<file path="config.mk">
export PLATFORM = sky130hd
export DESIGN_NAME = pidc_error
export DESIGN_NICKNAME = d
export VERILOG_FILES = /design/src/hw/rtl/pidc_pkg.sv /design/src/hw/rtl/pidc_error.sv
export SDC_FILE = /design/constraint.sdc
export NUM_CORES = 1
export LEC_CHECK = 0
export ABC_AREA = 1
export BUFFER_PORTS_ARGS = -buffer_cell sky130_fd_sc_hd__buf_2
export CAP_MARGIN = 20
export CORE_MARGIN = 4
export CORE_UTILIZATION = 35
export CTS_CLUSTER_SIZE = 20
export DETAILED_ROUTE_END_ITERATION = 12
export PLACE_DENSITY_LB_ADDON = 0.3
export SLEW_MARGIN = 20
export SYNTH_ARGS = -nofsm -noshare
export SYNTH_HDL_FRONTEND = slang
export SYNTH_SLANG_ARGS = --single-unit
</file>
<file path="constraint.sdc">
create_clock -name i_clk -period 4.7 [get_ports i_clk]
set_input_delay 0.47 -clock i_clk [delete_from_list [all_inputs] [get_ports i_clk]]
set_output_delay 0.47 -clock i_clk [all_outputs]
set_load 0.01 [all_outputs]
</file>
<file path="src/hw/rtl/pidc_pkg.sv">
package pidc_pkg;

    // configuration port
    localparam int CFG_IDX_W  = 3;
    localparam int CFG_DATA_W = 16;

    // register indexes
    localparam logic [CFG_IDX_W-1:0] REG_TARGET  = 3'd0;
    localparam logic [CFG_IDX_W-1:0] REG_GAIN_P  = 3'd1;
    localparam logic [CFG_IDX_W-1:0] REG_GAIN_I  = 3'd2;
    localparam logic [CFG_IDX_W-1:0] REG_GAIN_D  = 3'd3;
    localparam logic [CFG_IDX_W-1:0] REG_FLOOR   = 3'd4;
    localparam logic [CFG_IDX_W-1:0] REG_CEILING = 3'd5;

    // field widths
    localparam int TARGET_W = 16;
    localparam int GAIN_W   = 16;
    localparam int DRIVE_W  = 14;

    // register reset values
    localparam logic [TARGET_W-1:0] TARGET_RESET  = 16'd2500;
    localparam logic [DRIVE_W-1:0]  CEILING_RESET = 14'd10000;

    // fixed point scale of all terms, and the remainder width it needs
    localparam int DIVISOR = 100;
    localparam int REM_W   = 7;

    // term lanes
    localparam int N_LANES = 3;
    localparam int LANE_P  = 0;
    localparam int LANE_I  = 1;
    localparam int LANE_D  = 2;

    typedef struct packed {
        logic [TARGET_W-1:0] target_value;
        logic [GAIN_W-1:0]   gain_p;
        logic [GAIN_W-1:0]   gain_i;
        logic [GAIN_W-1:0]   gain_d;
        logic [DRIVE_W-1:0]  drive_floor;
        logic [DRIVE_W-1:0]  drive_ceiling;
    } t_cfg;

endpackage

</file>
<file path="src/hw/rtl/pidc_error.sv">
module pidc_error
    import pidc_pkg::*;
#(
    parameter int SAMPLE_WIDTH = 16,
    parameter int ERR_W        = 17,
    parameter int SUM_W        = 20,
    parameter int SUM_LIMIT    = 500000
) (
    input  logic                           i_clk,
    input  logic                           i_rst_n,
    input  t_cfg                           i_cfg,
    input  logic                           i_sum_clr,
    input  logic                           i_valid,
    output logic                           o_stall,
    input  logic                           i_mode,
    input  logic signed [SAMPLE_WIDTH-1:0] i_measured,
    output logic                           o_valid,
    input  logic                           i_stall,
    output logic signed [ERR_W-1:0]        o_err,
    output logic signed [SUM_W-1:0]        o_sum,
    output logic signed [ERR_W:0]          o_diff
);

    localparam int DIF_W = ERR_W + 1;
    localparam int ACC_W = ((SUM_W > ERR_W) ? SUM_W : ERR_W) + 1;
    localparam logic signed [ACC_W-1:0] LIM_HI = ACC_W'(SUM_LIMIT);
    localparam logic signed [ACC_W-1:0] LIM_LO = -LIM_HI;

    logic                           r_in_vld;
    logic                           r_mode;
    logic signed [SAMPLE_WIDTH-1:0] r_meas;
    logic                           r_vld;
    logic signed [ERR_W-1:0]        r_err;
    logic signed [SUM_W-1:0]        r_sum_out;
    logic signed [DIF_W-1:0]        r_diff;
    logic signed [SUM_W-1:0]        r_sum;
    logic signed [ERR_W-1:0]        r_last;

    logic                    load_s1;
    logic                    load_in;
    logic                    move_in;
    logic signed [ERR_W-1:0] n_err;
    logic signed [ACC_W-1:0] n_acc;
    logic signed [ACC_W-1:0] n_clamp;
    logic signed [SUM_W-1:0] n_sum;
    logic signed [DIF_W-1:0] n_diff;

    // stage enables, a bubble in either stage is filled
    assign load_s1 = !r_vld || !i_stall;
    assign load_in = !r_in_vld || load_s1;
    assign move_in = r_in_vld && load_s1;
    assign o_stall = !load_in;

    // error, clamped error sum and error difference
    always_comb begin
        n_err = ERR_W'($signed(i_cfg.target_value)) - ERR_W'(r_meas);
        n_acc = ACC_W'(r_sum) + ACC_W'(n_err);
        if (n_acc > LIM_HI) begin
            n_clamp = LIM_HI;
        end else if (n_acc < LIM_LO) begin
            n_clamp = LIM_LO;
        end else begin
            n_clamp = n_acc;
        end
        n_sum  = n_clamp[SUM_W-1:0];
        n_diff = DIF_W'(n_err) - DIF_W'(r_last);
    end

    // input register
    always_ff @(posedge i_clk) begin
        if (!i_rst_n) begin
            r_in_vld <= 1'b0;
        end else if (load_in) begin
            r_in_vld <= i_valid;
        end
        if (load_in && i_valid) begin
            r_mode <= i_mode;
            r_meas <= i_measured;
        end
    end

    // controller state, a clear item empties it, a gain write clears the error sum
    always_ff @(posedge i_clk) begin
        if (!i_rst_n) begin
            r_sum  <= '0;
            r_last <= '0;
        end else if (i_sum_clr) begin
            r_sum <= '0;
        end else if (move_in && r_mode) begin
            r_sum  <= '0;
            r_last <= '0;
        end else if (move_in) begin
            r_sum  <= n_sum;
            r_last <= n_err;
        end
    end

    // error stage register, clear items end here
    always_ff @(posedge i_clk) begin
        if (!i_rst_n) begin
            r_vld <= 1'b0;
        end else if (load_s1) begin
            r_vld <= move_in && !r_mode;
        end
        if (move_in) begin
            r_err     <= n_err;
            r_sum_out <= n_sum;
            r_diff    <= n_diff;
        end
    end

    assign o_valid = r_vld;
    assign o_err   = r_err;
    assign o_sum   = r_sum_out;
    assign o_diff  = r_diff;

endmodule

</file>
Word level (Yosys, flattened, before mapping). Index checks and enable logic that the tools add are counted.

Bits of input ports: 114. Word-level logic and storage cells: 34. Output and inout port bits: 57. Flip-flop bits (word level): 111.

Bitwise gates (word level): 2. Reduce and logical (&&, ||, !) cells: 14. $add $sub $neg: 3. Order comparisons: 2. Mux-type cells: 4.

Operators with widths (number): $mux W20 (2); $mux W17 (2); $add A20 B17 Y21 (1); $gt A21 B20 Y1 const B (1); $lt A21 B20 Y1 const B (1); $sub A17 B17 Y18 (1); $sub A16 B16 Y17 (1); $logic_not A1 Y1 (5); $logic_and A1 B1 Y1 (4); $reduce_or A3 Y1 (1); $logic_or A1 B1 Y1 (2); $not A1 Y1 (2); $reduce_and A2 Y1 (1); $reduce_bool A2 Y1 (1).

Depth between registers and ports, before layout. Gate-level depths: netlist of run 1.

Depth in word-level cells: 6. Gate-level depth with buffers: 34. Gate-level depth less buffers: 33.

Worst setup path before layout of run 1. No wires, ideal clock.

Path kind: input to register. Start point: input port i_cfg[76] (netlist bit). End point: register r_sum_out[2], in the netlist o_sum[2], data pin. Slack: 0.570 ns. Data required time: 4.448 ns. Data arrival time: 3.878 ns. Library setup time: 0.252 ns. Stages on the path: 28. Buffers on the path: 1. Cells stage by stage: inv_1 ha_1 fa_1 o21ai_0 nand2_1 a21oi_1 nand3_1 nand2_1 nand2_1 nand2_1 nand2_1 nand2_1 nand2_1 and2_1 ha_1 nand2_1 nor2_1 and2_1 nand3b_1 nand3_1 nand2_1 nand2_1 nand2_1 o21bai_2 nand3_2 buf_6 nand3_1 inv_1.

Cells in the longest elaborated chain, start to end: 5. Elaborated cells between the ends (all ways): 6. Classes of those cells: add/sub (2); order compare (2); mux (2).

RTL lines: start, declared (line pidc_error.sv:11) `input t_cfg i_cfg,`; $sub A16 B16 Y17 (*) (line pidc_error.sv:56) `n_err = ERR_W'($signed(i_cfg.target_value)) - ERR_W'(r_meas);`; named net n_err[12] (line pidc_error.sv:42) `logic signed [ERR_W-1:0] n_err;`; $add A20 B17 Y21 (*) (line pidc_error.sv:57) `n_acc = ACC_W'(r_sum) + ACC_W'(n_err);`; $lt A21 B20 Y1 (line pidc_error.sv:60) `end else if (n_acc < LIM_LO) begin`; $mux W20 (line pidc_error.sv:60); $mux W20 (*) (line pidc_error.sv:58) `if (n_acc > LIM_HI) begin`; named net n_clamp[2] (line pidc_error.sv:44) `logic signed [ACC_W-1:0] n_clamp;`; end signal, assigned (line pidc_error.sv:107) `r_sum_out <= n_sum;`; end, declared (line pidc_error.sv:34) `logic signed [SUM_W-1:0] r_sum_out;`.

The timed path passes the listed nets; every way through them passes the cells marked *. A chain may end at the register's enable or synchronous reset.

Final worst setup path of run 1.
Start point: register r_meas[0]. End point: register r_sum_out[9], in the netlist o_sum[9], data pin.

Cells in the longest elaborated chain, start to end: 5. Elaborated cells between the ends (all ways): 6. Classes of those cells: add/sub (2); order compare (2); mux (2).

RTL lines: start, declared (line pidc_error.sv:31) `logic signed [SAMPLE_WIDTH-1:0] r_meas;`; start signal, assigned (line pidc_error.sv:78) `r_meas <= i_measured;`; $sub A16 B16 Y17 (*) (line pidc_error.sv:56); named net n_err[12] (line pidc_error.sv:42); $add A20 B17 Y21 (*) (line pidc_error.sv:57); $lt A21 B20 Y1 (line pidc_error.sv:60); $mux W20 (line pidc_error.sv:60); $mux W20 (*) (line pidc_error.sv:58); named net n_clamp[9] (line pidc_error.sv:44).

Marks and branches as above.

==> results of run 1 <==
[registers in the layout (all words and copies together), names as in the netlist]
register / cells
o_sum: 20
o_err: 17
r_sum: 20
r_in_vld: 1
r_mode: 1
r_last: 17
o_diff: 18
o_valid: 1
r_meas: 16
[power groups by stage]
stage	logic [W]	registers [W]	clock network, W
final	0.00133	0.00121	0.000828
after global routing	0.00150	0.00122	0.000886
after global placement	0.00130	0.00123	0
after floorplan	0.000793	0.00127	0
after CTS	0.00132	0.00121	0.000846
after detailed placement	0.00131	0.00123	0
[per-stage QoR]
stage	setup TNS, ps	cell area, um2
global route	0	8559
finish	0	8559
floorplan	0	6973
global placement	-4131	8192
CTS	0	8504
detailed placement	-4739	8192
[kinds of logic (layout without fill, tap and decap cells)]
logic type	Yosys count	in the layout	synth area share, %
compound gates	117	117	9.062
buf+inv	175	337	9.851
flops	111	111	42.20
xor+xnor	30	30	3.768
fa+ha+maj	59	59	10.91
simple gates	407	407	24.21
[layout by cell type (no fill, tap or decap), drive strengths merged, types with 18 or more instances in the layout]
cell / instances
buf: 159
edfxtp: 72
ha: 56
nand2: 271
inv: 165
nand3: 49
xor2: 18
dfxtp: 39
o21ai: 30
nor2: 59
a21oi: 70
[metal layers]
layer / up-vias / track usage, % / part of all wire, %
met5: - / 0 / 0
met2: 136 / 24.94 / 45
li1: 3204 / - / -
met4: 0 / 5.217 / 1.7
met3: 15 / 2.188 / 4.3
met1: 2723 / 22.82 / 49
[worst max-delay path: cells and delay by family (launching register included)]
family | cells | cell delay, ps
compound gates | 3 | 500
flops | 1 | 370
buf+inv | 2 | 220
fa+ha+maj | 3 | 900
simple gates | 20 | 2090
[final timing paths]
check	end	cells past startpoint	start
worst max-delay path	o_sum[9]	28	r_meas[0]
worst min-delay path	r_meas[7]	1	i_measured[7]
worst max register to register	o_sum[9]	28	r_meas[0]
worst min register to register	r_last[8]	2	r_last[8]
[area by class of cell]
| cell class | count | area [um2] | share of cell area (%) |
|---|---|---|---|
| Tap cell | 265 | 331.6 | 3.874 |
| Timing Repair Buffer | 159 | 958.4 | 11.20 |
| Clock buffer | 10 | 229.0 | 2.675 |
| Sequential cell | 111 | 2943 | 34.38 |
| Multi-Input combinational cell | 613 | 3406 | 39.79 |
| Inverter | 162 | 608.1 | 7.104 |
| Clock inverter | 6 | 83.83 | 0.9794 |
==> key figures, run 1 <==
Clocking
  • Number of clock sinks: 111
  • Number of buffers created by CTS: 9
  • Post-CTS setup-driven buffer insertion count: 0
  • Clock input transition at the sequential cells of the worst setup and hold paths: 80 ps
  • CTS H-tree lvls: 3
  • Root buffer cell: clkbuf_16
  • Largest buffer count on any clock path: 2
  • TritonCTS clock tree: done
  • Post-cts gate resize count: 0
  • Insertion delay of the later-clocked pin in the worst-skew pair: 370 ps
  • Hold buffers post-CTS: 0

Final layout
  • Final Net Count: 1229
  • Filler instances: 2049
  • Number of standard cells in the layout, taps in and fillers out: 1326
  • Final cell utilization of the core: 43.84%
  • Fraction of final layout cells with drive strength greater than 1: 18.66%
  • P&R area growth vs syn: 22.75%
  • Number of diodes: 0

Logic synthesis
  • Unique cell type count in the Yosys netlist: 34
  • Cell with the most instances after synthesis: nand2_1
  • Count of flip-flops with a built-in enable after synthesis: 72
  • Post-synth net total: 1072
  • Seq cells post-synth: 111
  • Dominant register cell in the synthesized netlist: edfxtp_1
  • Area share of the largest cell type after synthesis: 31.01%
  • Synth Warn #: 0
  • Leading area contributor after synthesis: edfxtp_1
  • Async set-or-reset flop fraction in the synthesized netlist: 0%
  • Seq/Total Area, Yosys: 42.20%
  • Top cells by instance count after synthesis: nand2_1 (266), inv_1 (162), edfxtp_1 (72)
  • Post-Synthesis Cells: 899
  • Cell Area, Synth: 6973 um2
  • Cell types occupying the most area after synthesis: edfxtp_1 (31%), nand2_1 (14%), dfxtp_1 (11%)
  • Synth Area per Inst: 7.756 um2

Place
  • # port buffers: 94
  • Routability congestion estimate: 0.8835
  • Setup slack at placement: -208.6 ps
  • Placed Cells incl. Taps: 1310
  • Post-detail-place hpwl: 13990 um

STA
  • Final count of pins violating max slew: 0
  • Highest clock rate: 230.8 MHz
  • Final count of negative-setup-slack endpoints: 0
  • Share of the clock period used by the worst path: 92.19%
  • Pin slew with the least headroom to its limit: 913.1 ps
  • Final Hold Fails: 0
  • Setup ws final: 366.9 ps
  • Final worst clock skew: 8.136 ps
  • Max-slew headroom at the worst pin: 39.12%
  • Setup repair after global routing missed its margin: no
  • Worst Hold Margin: 269.8 ps
  • Final critical delay including setup and external delays: 4333 ps

Floorplanning
  • I/O pins: 171
  • Initial cell density of the core: 35.71%
  • # rows: 51
  • Height of the die: 149.1 um
  • Area of the core: 19530 um2
  • Die area: 22240 um2
  • Die width: 149.1 um

Critical path
  • Startpoint types: flop
  • Critical path fanouts, max: 5
  • Data arrival, critical path: 4460 ps
  • Data required time of the worst path: 4830 ps
  • Worst setup path class: reg2reg
  • Library cell contributing the largest single delay on the critical path: edfxtp_1
  • Critical Path End Type: flop
  • Cell with the most instances on the worst path: nand2_1
  • Stage delay of the slowest cell on the critical path: 370 ps
  • Worst R2R Setup Slack: 370 ps

Power and ir drop
  • NetSw: 0.001221 W
  • Switching Fraction: 36.29%
  • Part of the total power dissipated in sequential elements: 35.9%
  • Worst voltage drop across the vdd grid: 0.0002032 V
  • Share of power burned in combinational logic: 39.5%
  • Cell internal power dissipation: 0.002144 W
  • Clk pwr share: 24.6%
  • Leakage component of the power: 4.244 nW
  • Power density over cell area: 393.2 nW/um2
  • Power after layout: 0.003365 W

Routing
  • Routed WL: 17710 um
  • Count of vias placed by the detailed router: 6078
  • Initial detailed-routing violation count: 275
  • Remaining antenna violation count: 0
  • Post-route DRC: 0
  • Routed length per instance: 13.36 um
  • Iteration count of the initial detailed-routing pass: 5
  • Average via count per standard cell: 4.584

GRT
  • Via count of the first global-routing pass: 5674
  • Maximum number of pins on one net before global-route repair: 82
  • Final global-route overflow total: 0
  • Number of antenna violations at the first check in global routing: 0
  • All-layer global routing usage: 15.94%
  • First-pass GRT wire length: 28090 um

Run status
  • Status: finished clean

Worst hold path
  • Class of the most critical hold timing path: in2reg

Run
  • Number of max-cap violations: 0
(Power assumes the default switching activity.)
==> run 2: changes to the inputs <==
- ABC_AREA: 1 -> default
==> run 2 against run 1 <==
Effect of this change:
- worst setup slack worse by 320 ps
- maximum frequency is 6.9% lower
- sequential power hardly changed
- via count is 7.1% lower
- power is 0.28% higher
==> key figures, run 2 <==
Floorplanning
  • Initial cell density of the core: 35.55%
  • Height of the die: 148.4 um
  • Die area: 22010 um2
  • # rows: 51
  • Area of the core: 19400 um2
  • I/O pins: 171
  • Die width: 148.4 um

Logic synthesis
  • Seq cells post-synth: 111
  • Top cells by instance count after synthesis: edfxtp_1 (72), ha_1 (56), inv_1 (54)
  • Post-Synthesis Cells: 670
  • Post-synth net total: 843
  • Leading area contributor after synthesis: edfxtp_1
  • Adder-cell share of the synthesized area: 11.32%
  • Synth Warn #: 0
  • Async set-or-reset flop fraction in the synthesized netlist: 0%
  • Share of synthesized area spent on multiplexers: 0.1452%
  • Dominant register cell in the synthesized netlist: edfxtp_1
  • Cell Area, Synth: 6895 um2
  • Cell types occupying the most area after synthesis: edfxtp_1 (31%), dfxtp_1 (11%), ha_1 (10%)
  • Cell with the most instances after synthesis: edfxtp_1
  • Seq/Total Area, Yosys: 42.68%
  • Simple-gate area share of the yosys netlist: 14.72%
  • Xor and xnor area share after synthesis: 4.917%
  • Compound-cell area share of the yosys netlist: 21.65%
  • Synth Area per Inst: 10.29 um2
  • Main combinational cell family by area after synthesis: compound AO/OA/AOI/OAI gates
  • Unique cell type count in the Yosys netlist: 85
  • Area share of the largest cell type after synthesis: 31.36%
  • Count of flip-flops with a built-in enable after synthesis: 72

Place
  • Post-detail-place hpwl: 13160 um
  • Routability congestion estimate: 0.8232
  • Setup slack at placement: -356.0 ps
  • # port buffers: 94

GRT
  • First-pass GRT wire length: 26360 um
  • All-layer global routing usage: 14.98%
  • Met1 track demand over resource in global routing: 21.39%
  • Via count of the first global-routing pass: 5201
  • Busiest metal layer after global routing: met2
  • Maximum number of pins on one net before global-route repair: 57
  • Number of antenna violations at the first check in global routing: 0
  • Global routing met2 resource utilization: 24.00%
  • Fraction of met3 tracks used by global routing: 2.712%
  • Final global-route overflow total: 0

Final layout
  • Filler instances: 1850
  • Most frequent standard cell in the layout excluding fill and tap cells: buf_4
  • Fraction of final layout cells with drive strength greater than 1: 36.34%
  • P&R area growth vs syn: 33.28%
  • Number of diodes: 0
  • Final Net Count: 1054
  • Commonest cells after routing, fill and taps aside: buf_4 (114), buf_2 (94), edfxtp_1 (72)

STA
  • Setup repair after global routing missed its margin: yes
  • Highest clock rate: 214.8 MHz
  • Final critical delay including setup and external delays: 4656 ps
  • Final count of negative-setup-slack endpoints: 0
  • Final Hold Fails: 0
  • Final count of pins violating max slew: 0
  • Share of the clock period used by the worst path: 99.07%
  • Pin slew with the least headroom to its limit: 1229 ps
  • Worst Hold Margin: 274.2 ps
  • Setup ws final: 43.90 ps
  • Final worst clock skew: 16.03 ps
  • Max-slew headroom at the worst pin: 17.65%

Routing
  • Post-route DRC: 0
  • Routed WL: 16930 um
  • Initial detailed-routing violation count: 236
  • Average via count per standard cell: 4.904
  • Remaining antenna violation count: 0
  • Count of vias placed by the detailed router: 5645
  • Routed length per instance: 14.70 um
  • Iteration count of the initial detailed-routing pass: 5

Clocking
  • Hold buffers post-CTS: 0
  • Insertion delay of the later-clocked pin in the worst-skew pair: 370 ps
  • TritonCTS clock tree: done
  • Number of buffers created by CTS: 9
  • Largest buffer count on any clock path: 2
  • Clock input transition at the sequential cells of the worst setup and hold paths: 90 ps
  • Number of clock sinks: 111
  • CTS H-tree lvls: 3
  • Root buffer cell: clkbuf_16

Power and ir drop
  • Share of power burned in combinational logic: 41.4%
  • Part of the total power dissipated in sequential elements: 35.0%
  • Switching Fraction: 34.55%
  • Power density over cell area: 367.2 nW/um2
  • Cell internal power dissipation: 0.002209 W
  • NetSw: 0.001166 W
  • Clk pwr share: 23.6%
  • Worst voltage drop across the vdd grid: 0.0001920 V
  • Leakage component of the power: 3.869 nW

Run
  • Number of max-cap violations: 0

Critical path
  • Data required time of the worst path: 4830 ps
  • Critical path fanouts, max: 5
  • Critical Path End Type: flop
  • Cell chain of the critical path: ha_2 > fa_2 > nor2b_1 > o21ai_2 > a21boi_2 > o211ai_1 > a31oi_2 > buf_4 > a311oi_1 > xnor2_1 > ha_2 > buf_4 > nand4_1 > a31oi_1 > buf_4 > o31ai_4 > xor2_2 > buf_4 > a41o_1 > buf_4 > a21o_1 > and2_4
  • Stage delay of the slowest cell on the critical path: 380 ps
  • Startpoint types: flop
  • Cell with the most instances on the worst path: buf_4
  • Worst setup path class: reg2reg
  • Top cell family by delay on the critical path: compound AO/OA/AOI/OAI gates
  • Data arrival, critical path: 4780 ps
  • Library cell contributing the largest single delay on the critical path: edfxtp_1
  • Buffers & Inverters on Critical Path: 5

Run status
  • Status: finished clean

Worst hold path
  • Class of the most critical hold timing path: in2reg
## run 2: power groups by stage
stage / combinational, W / sequential, W / clock [W]
final: 0.00140 / 0.00118 / 0.000796
after global routing: 0.00153 / 0.00119 / 0.000857
after CTS: 0.00129 / 0.00118 / 0.000817
after detailed placement: 0.00126 / 0.00120 / 0
after global placement: 0.00125 / 0.00120 / 0
after floorplan: 0.000755 / 0.00123 / 0
## run 2: cell type report
cell class / count / area (um2) / area share [%]
flip-flops and latches: 111 / 2943 / 32.02
multi-input cells: 484 / 3926 / 42.72
well taps: 265 / 331.6 / 3.608
clock buffers: 9 / 225.2 / 2.451
clock inverters: 7 / 78.83 / 0.8577
repair buffers: 220 / 1479 / 16.09
inverters: 55 / 206.4 / 2.246
## run 2: timing repair
action,4_1_cts,5_1_grt
gates resized for setup,9,47
setup endpoints to repair,33,34
endpoints found under the hold margin,0,0
gates cloned,0,1
buffers inserted,7,16
pin swaps,15,41
## run 2: worst register-to-register path, stage by stage, from the launching register on
cell,delay (ps)
edfxtp_1,380
ha_2,200
fa_2,340
nor2b_1,170
o21ai_2,90
a21boi_2,170
o211ai_1,170
a31oi_2,220
buf_4,150
a311oi_1,100
xnor2_1,270
ha_2,370
buf_4,150
nand4_1,90
a31oi_1,50
buf_4,160
o31ai_4,290
xor2_2,140
buf_4,170
a41o_1,250
buf_4,160
a21o_1,200
and2_4,140
## run 2: kinds of logic (layout without fill, tap and decap cells)
| logic type | Yosys count | in the layout |
|---|---|---|
| xor+xnor | 37 | 37 |
| simple gates | 191 | 191 |
| mux | 1 | 1 |
| buf+inv | 76 | 291 |
| flops | 111 | 111 |
| fa+ha+maj | 61 | 61 |
| compound gates | 193 | 194 |
## run 2: final timing paths
| kind | start | to | slack [ps] | cells after the start |
|---|---|---|---|---|
| hold reg to reg | r_sum[2] | r_sum[2] | 480 | 2 |
| hold / removal | i_measured[4] | r_meas[4] | 270 | 1 |
| setup / recovery | r_meas[0] | o_sum[11] | 40 | 22 |
| setup reg to reg | r_meas[0] | o_sum[11] | 40 | 22 |
## run 2: per-layer routing
metal	wire length [um]	share of wire (%)	up-vias
met5	0	0	-
met2	7818	46	102
met4	165	0.97	0
li1	-	-	2922
met1	8343	49	2613
met3	597	3.5	8
## run 2: stage by stage
stage / instance area (um2) / power [W] / cells / util, % / setup TNS (ps)
floorplan: 6979 / 0.001986 / 670 / - / 0
global placement: 8459 / 0.002450 / 1111 / 43.61 / -8537
detailed placement: 8459 / 0.002463 / 1111 / 43.61 / -8780
CTS: 8853 / 0.003288 / 1134 / 45.64 / 0
global route: 9190 / 0.003572 / 1151 / 47.37 / -3222
finish: 9190 / 0.003375 / 1151 / 47.37 / 0
==> run 3: changes to the inputs <==
- CORE_ASPECT_RATIO: default -> 0.9
==> run 3 against run 2 <==
Effect of this change:
- the run now ends with setup timing left
- hold slack improved by 3.7 ps
- maximum frequency fell by 1.6%
- register-to-register slack worse by 70 ps
- clock skew decreased by 3.2 ps
- utilization grew 0.43 points
- non-clock buffer count is 2 higher
==> key figures, run 3 (same netlist as run 2, synthesis figures left out) <==
Floorplanning
  • Height of the die: 141.2 um
  • Initial cell density of the core: 35.77%
  • Die area: 22010 um2
  • # rows: 48
  • Area of the core: 19280 um2
  • I/O pins: 171
  • Die width: 156.0 um

Run status
  • Failing checks: setup timing
  • Status: finished, violations left

Clocking
  • Number of buffers created by CTS: 9
  • Largest buffer count on any clock path: 2
  • Number of clock sinks: 111
  • TritonCTS clock tree: done
  • Root buffer cell: clkbuf_16
  • Clock input transition at the sequential cells of the worst setup and hold paths: 80 ps
  • Hold buffers post-CTS: 0
  • CTS H-tree lvls: 3
  • Insertion delay of the later-clocked pin in the worst-skew pair: 360 ps

Critical path
  • Critical path fanouts, max: 8
  • Startpoint types: flop
  • Reg2reg path depth: 21
  • Stage delay of the slowest cell on the critical path: 440 ps
  • Critical Path End Type: flop
  • Data arrival, critical path: 4910 ps
  • Worst setup path class: reg2reg
  • Library cell contributing the largest single delay on the critical path: or3_4
  • Data required time of the worst path: 4880 ps
  • Cell chain of the critical path: inv_1 > ha_1 > nor2b_4 > o21a_1 > o21ai_2 > a21oi_2 > a211oi_2 > o31ai_2 > a2111oi_2 > or3_4 > ha_4 > a21oi_4 > nand2_2 > or3_4 > a21oi_4 > o221ai_4 > buf_6 > a21o_1 > and4_4 > a31o_4 > a21oi_1

Final layout
  • Filler instances: 1802
  • Commonest cells after routing, fill and taps aside: buf_4 (121), buf_2 (94), edfxtp_1 (72)
  • Area used by multi-input combinational logic: 3988 um2
  • Most frequent standard cell in the layout excluding fill and tap cells: buf_4
  • Final Net Count: 1057
  • Fraction of final layout cells with drive strength greater than 1: 37.01%
  • Flip-flop and latch area: 2943 um2
  • P&R area growth vs syn: 33.66%
  • Number of diodes: 0

GRT
  • Final global-route overflow total: 0
  • Number of antenna violations at the first check in global routing: 0
  • Via count of the first global-routing pass: 5523
  • Maximum number of pins on one net before global-route repair: 56
  • First-pass GRT wire length: 27910 um
  • All-layer global routing usage: 15.73%

STA
  • Highest clock rate: 211.4 MHz
  • Share of the clock period used by the worst path: 100.6%
  • Setup ws final: -30.21 ps
  • Final count of pins violating max slew: 0
  • Final Hold Fails: 0
  • Final sum of negative setup slack: -34.00 ps
  • Setup repair after global routing missed its margin: yes
  • Pin slew with the least headroom to its limit: 1045 ps
  • Final critical delay including setup and external delays: 4730 ps
  • Max-slew headroom at the worst pin: 29.95%
  • Final count of negative-setup-slack endpoints: 2
  • Final worst clock skew: 12.85 ps

Place
  • Setup slack at placement: -350.6 ps
  • Post-detail-place hpwl: 13720 um
  • Routability congestion estimate: 0.8546
  • # port buffers: 94

Routing
  • Count of vias placed by the detailed router: 5764
  • Average via count per standard cell: 5.061
  • Remaining antenna violation count: 0
  • Iteration count of the initial detailed-routing pass: 5
  • Routed WL: 17620 um
  • Routed length per instance: 15.47 um
  • Post-route DRC: 0
  • Initial detailed-routing violation count: 326

Run
  • Number of max-cap violations: 0

Worst hold path
  • Class of the most critical hold timing path: in2reg
  • Cells on Worst Hold Path: 1

Power and ir drop
  • Power density over cell area: 364.6 nW/um2
  • Leakage component of the power: 3.883 nW
  • Worst voltage drop across the vdd grid: 0.0001699 V
==> run 3: changes by cell type in the layout (fill, tap and decap cells not counted), moves of 3 or more <==
cell,change
inv_6,-3
buf_4,+7
a21oi_1,+3
buf_6,-3
==> run 3: final cells by class <==
class	instances	area share [%]
clock buffer	10	2.484
clock inverter	6	0.8689
inverter	55	2.240
multi-input combinational	485	43.27
sequential	111	31.93
tap	250	3.394
timing repair buffer	222	15.82
==> run 3: layer usage <==
layer	GRT usage [%]	vias up	wire length, um
met5	0	-	0
met4	4.284	0	235
met3	2.026	18	822
met2	26.26	123	8312
met1	21.52	2708	8247
li1	-	2915	-
==> run 3: worst max-delay path, delay by kind of cell (launching register included) <==
kind | cells | cell delay [ps]
AND/OR/NAND/NOR | 5 | 1250
flip-flops | 1 | 360
adder cells (fa/ha/maj) | 2 | 560
buffers and inverters | 2 | 190
AO/OA/AOI/OAI | 12 | 2170
==> run 3: timing repair <==
action / in CTS / in global routing
gates cloned: 2 / 0
setup endpoints to repair: 33 / 36
setup buffers: 8 / 3
pin swaps: 19 / 40
gates resized for setup: 14 / 46
==> run 3: final timing paths <==
path                                     start          to  slack, ps
worst max-delay path                 r_meas[1]   o_sum[10]        -30
worst min-delay path            i_measured[12]  r_meas[12]        280
worst max register to register       r_meas[1]   o_sum[10]        -30
worst min register to register        r_sum[4]    r_sum[4]        470
==> run 3: power breakdown <==
part	switching, W	internal, W
clock	0.000381	0.000425
sequential	0.0000232	0.00116
combinational	0.000737	0.000637
total	0.00114	0.00222
==> run 3: stage by stage <==
step	hold WS, ps	cells	util (%)	area [um2]	power [W]
after floorplan	433.2	670	-	6979	0.001986
after global placement	456.4	1111	44.30	8541	0.002457
after detailed placement	448.9	1111	44.30	8541	0.002471
after CTS	270.3	1137	46.72	9007	0.003322
after global routing	267.2	1139	47.81	9216	0.003554
final	277.9	1139	47.81	9216	0.003360
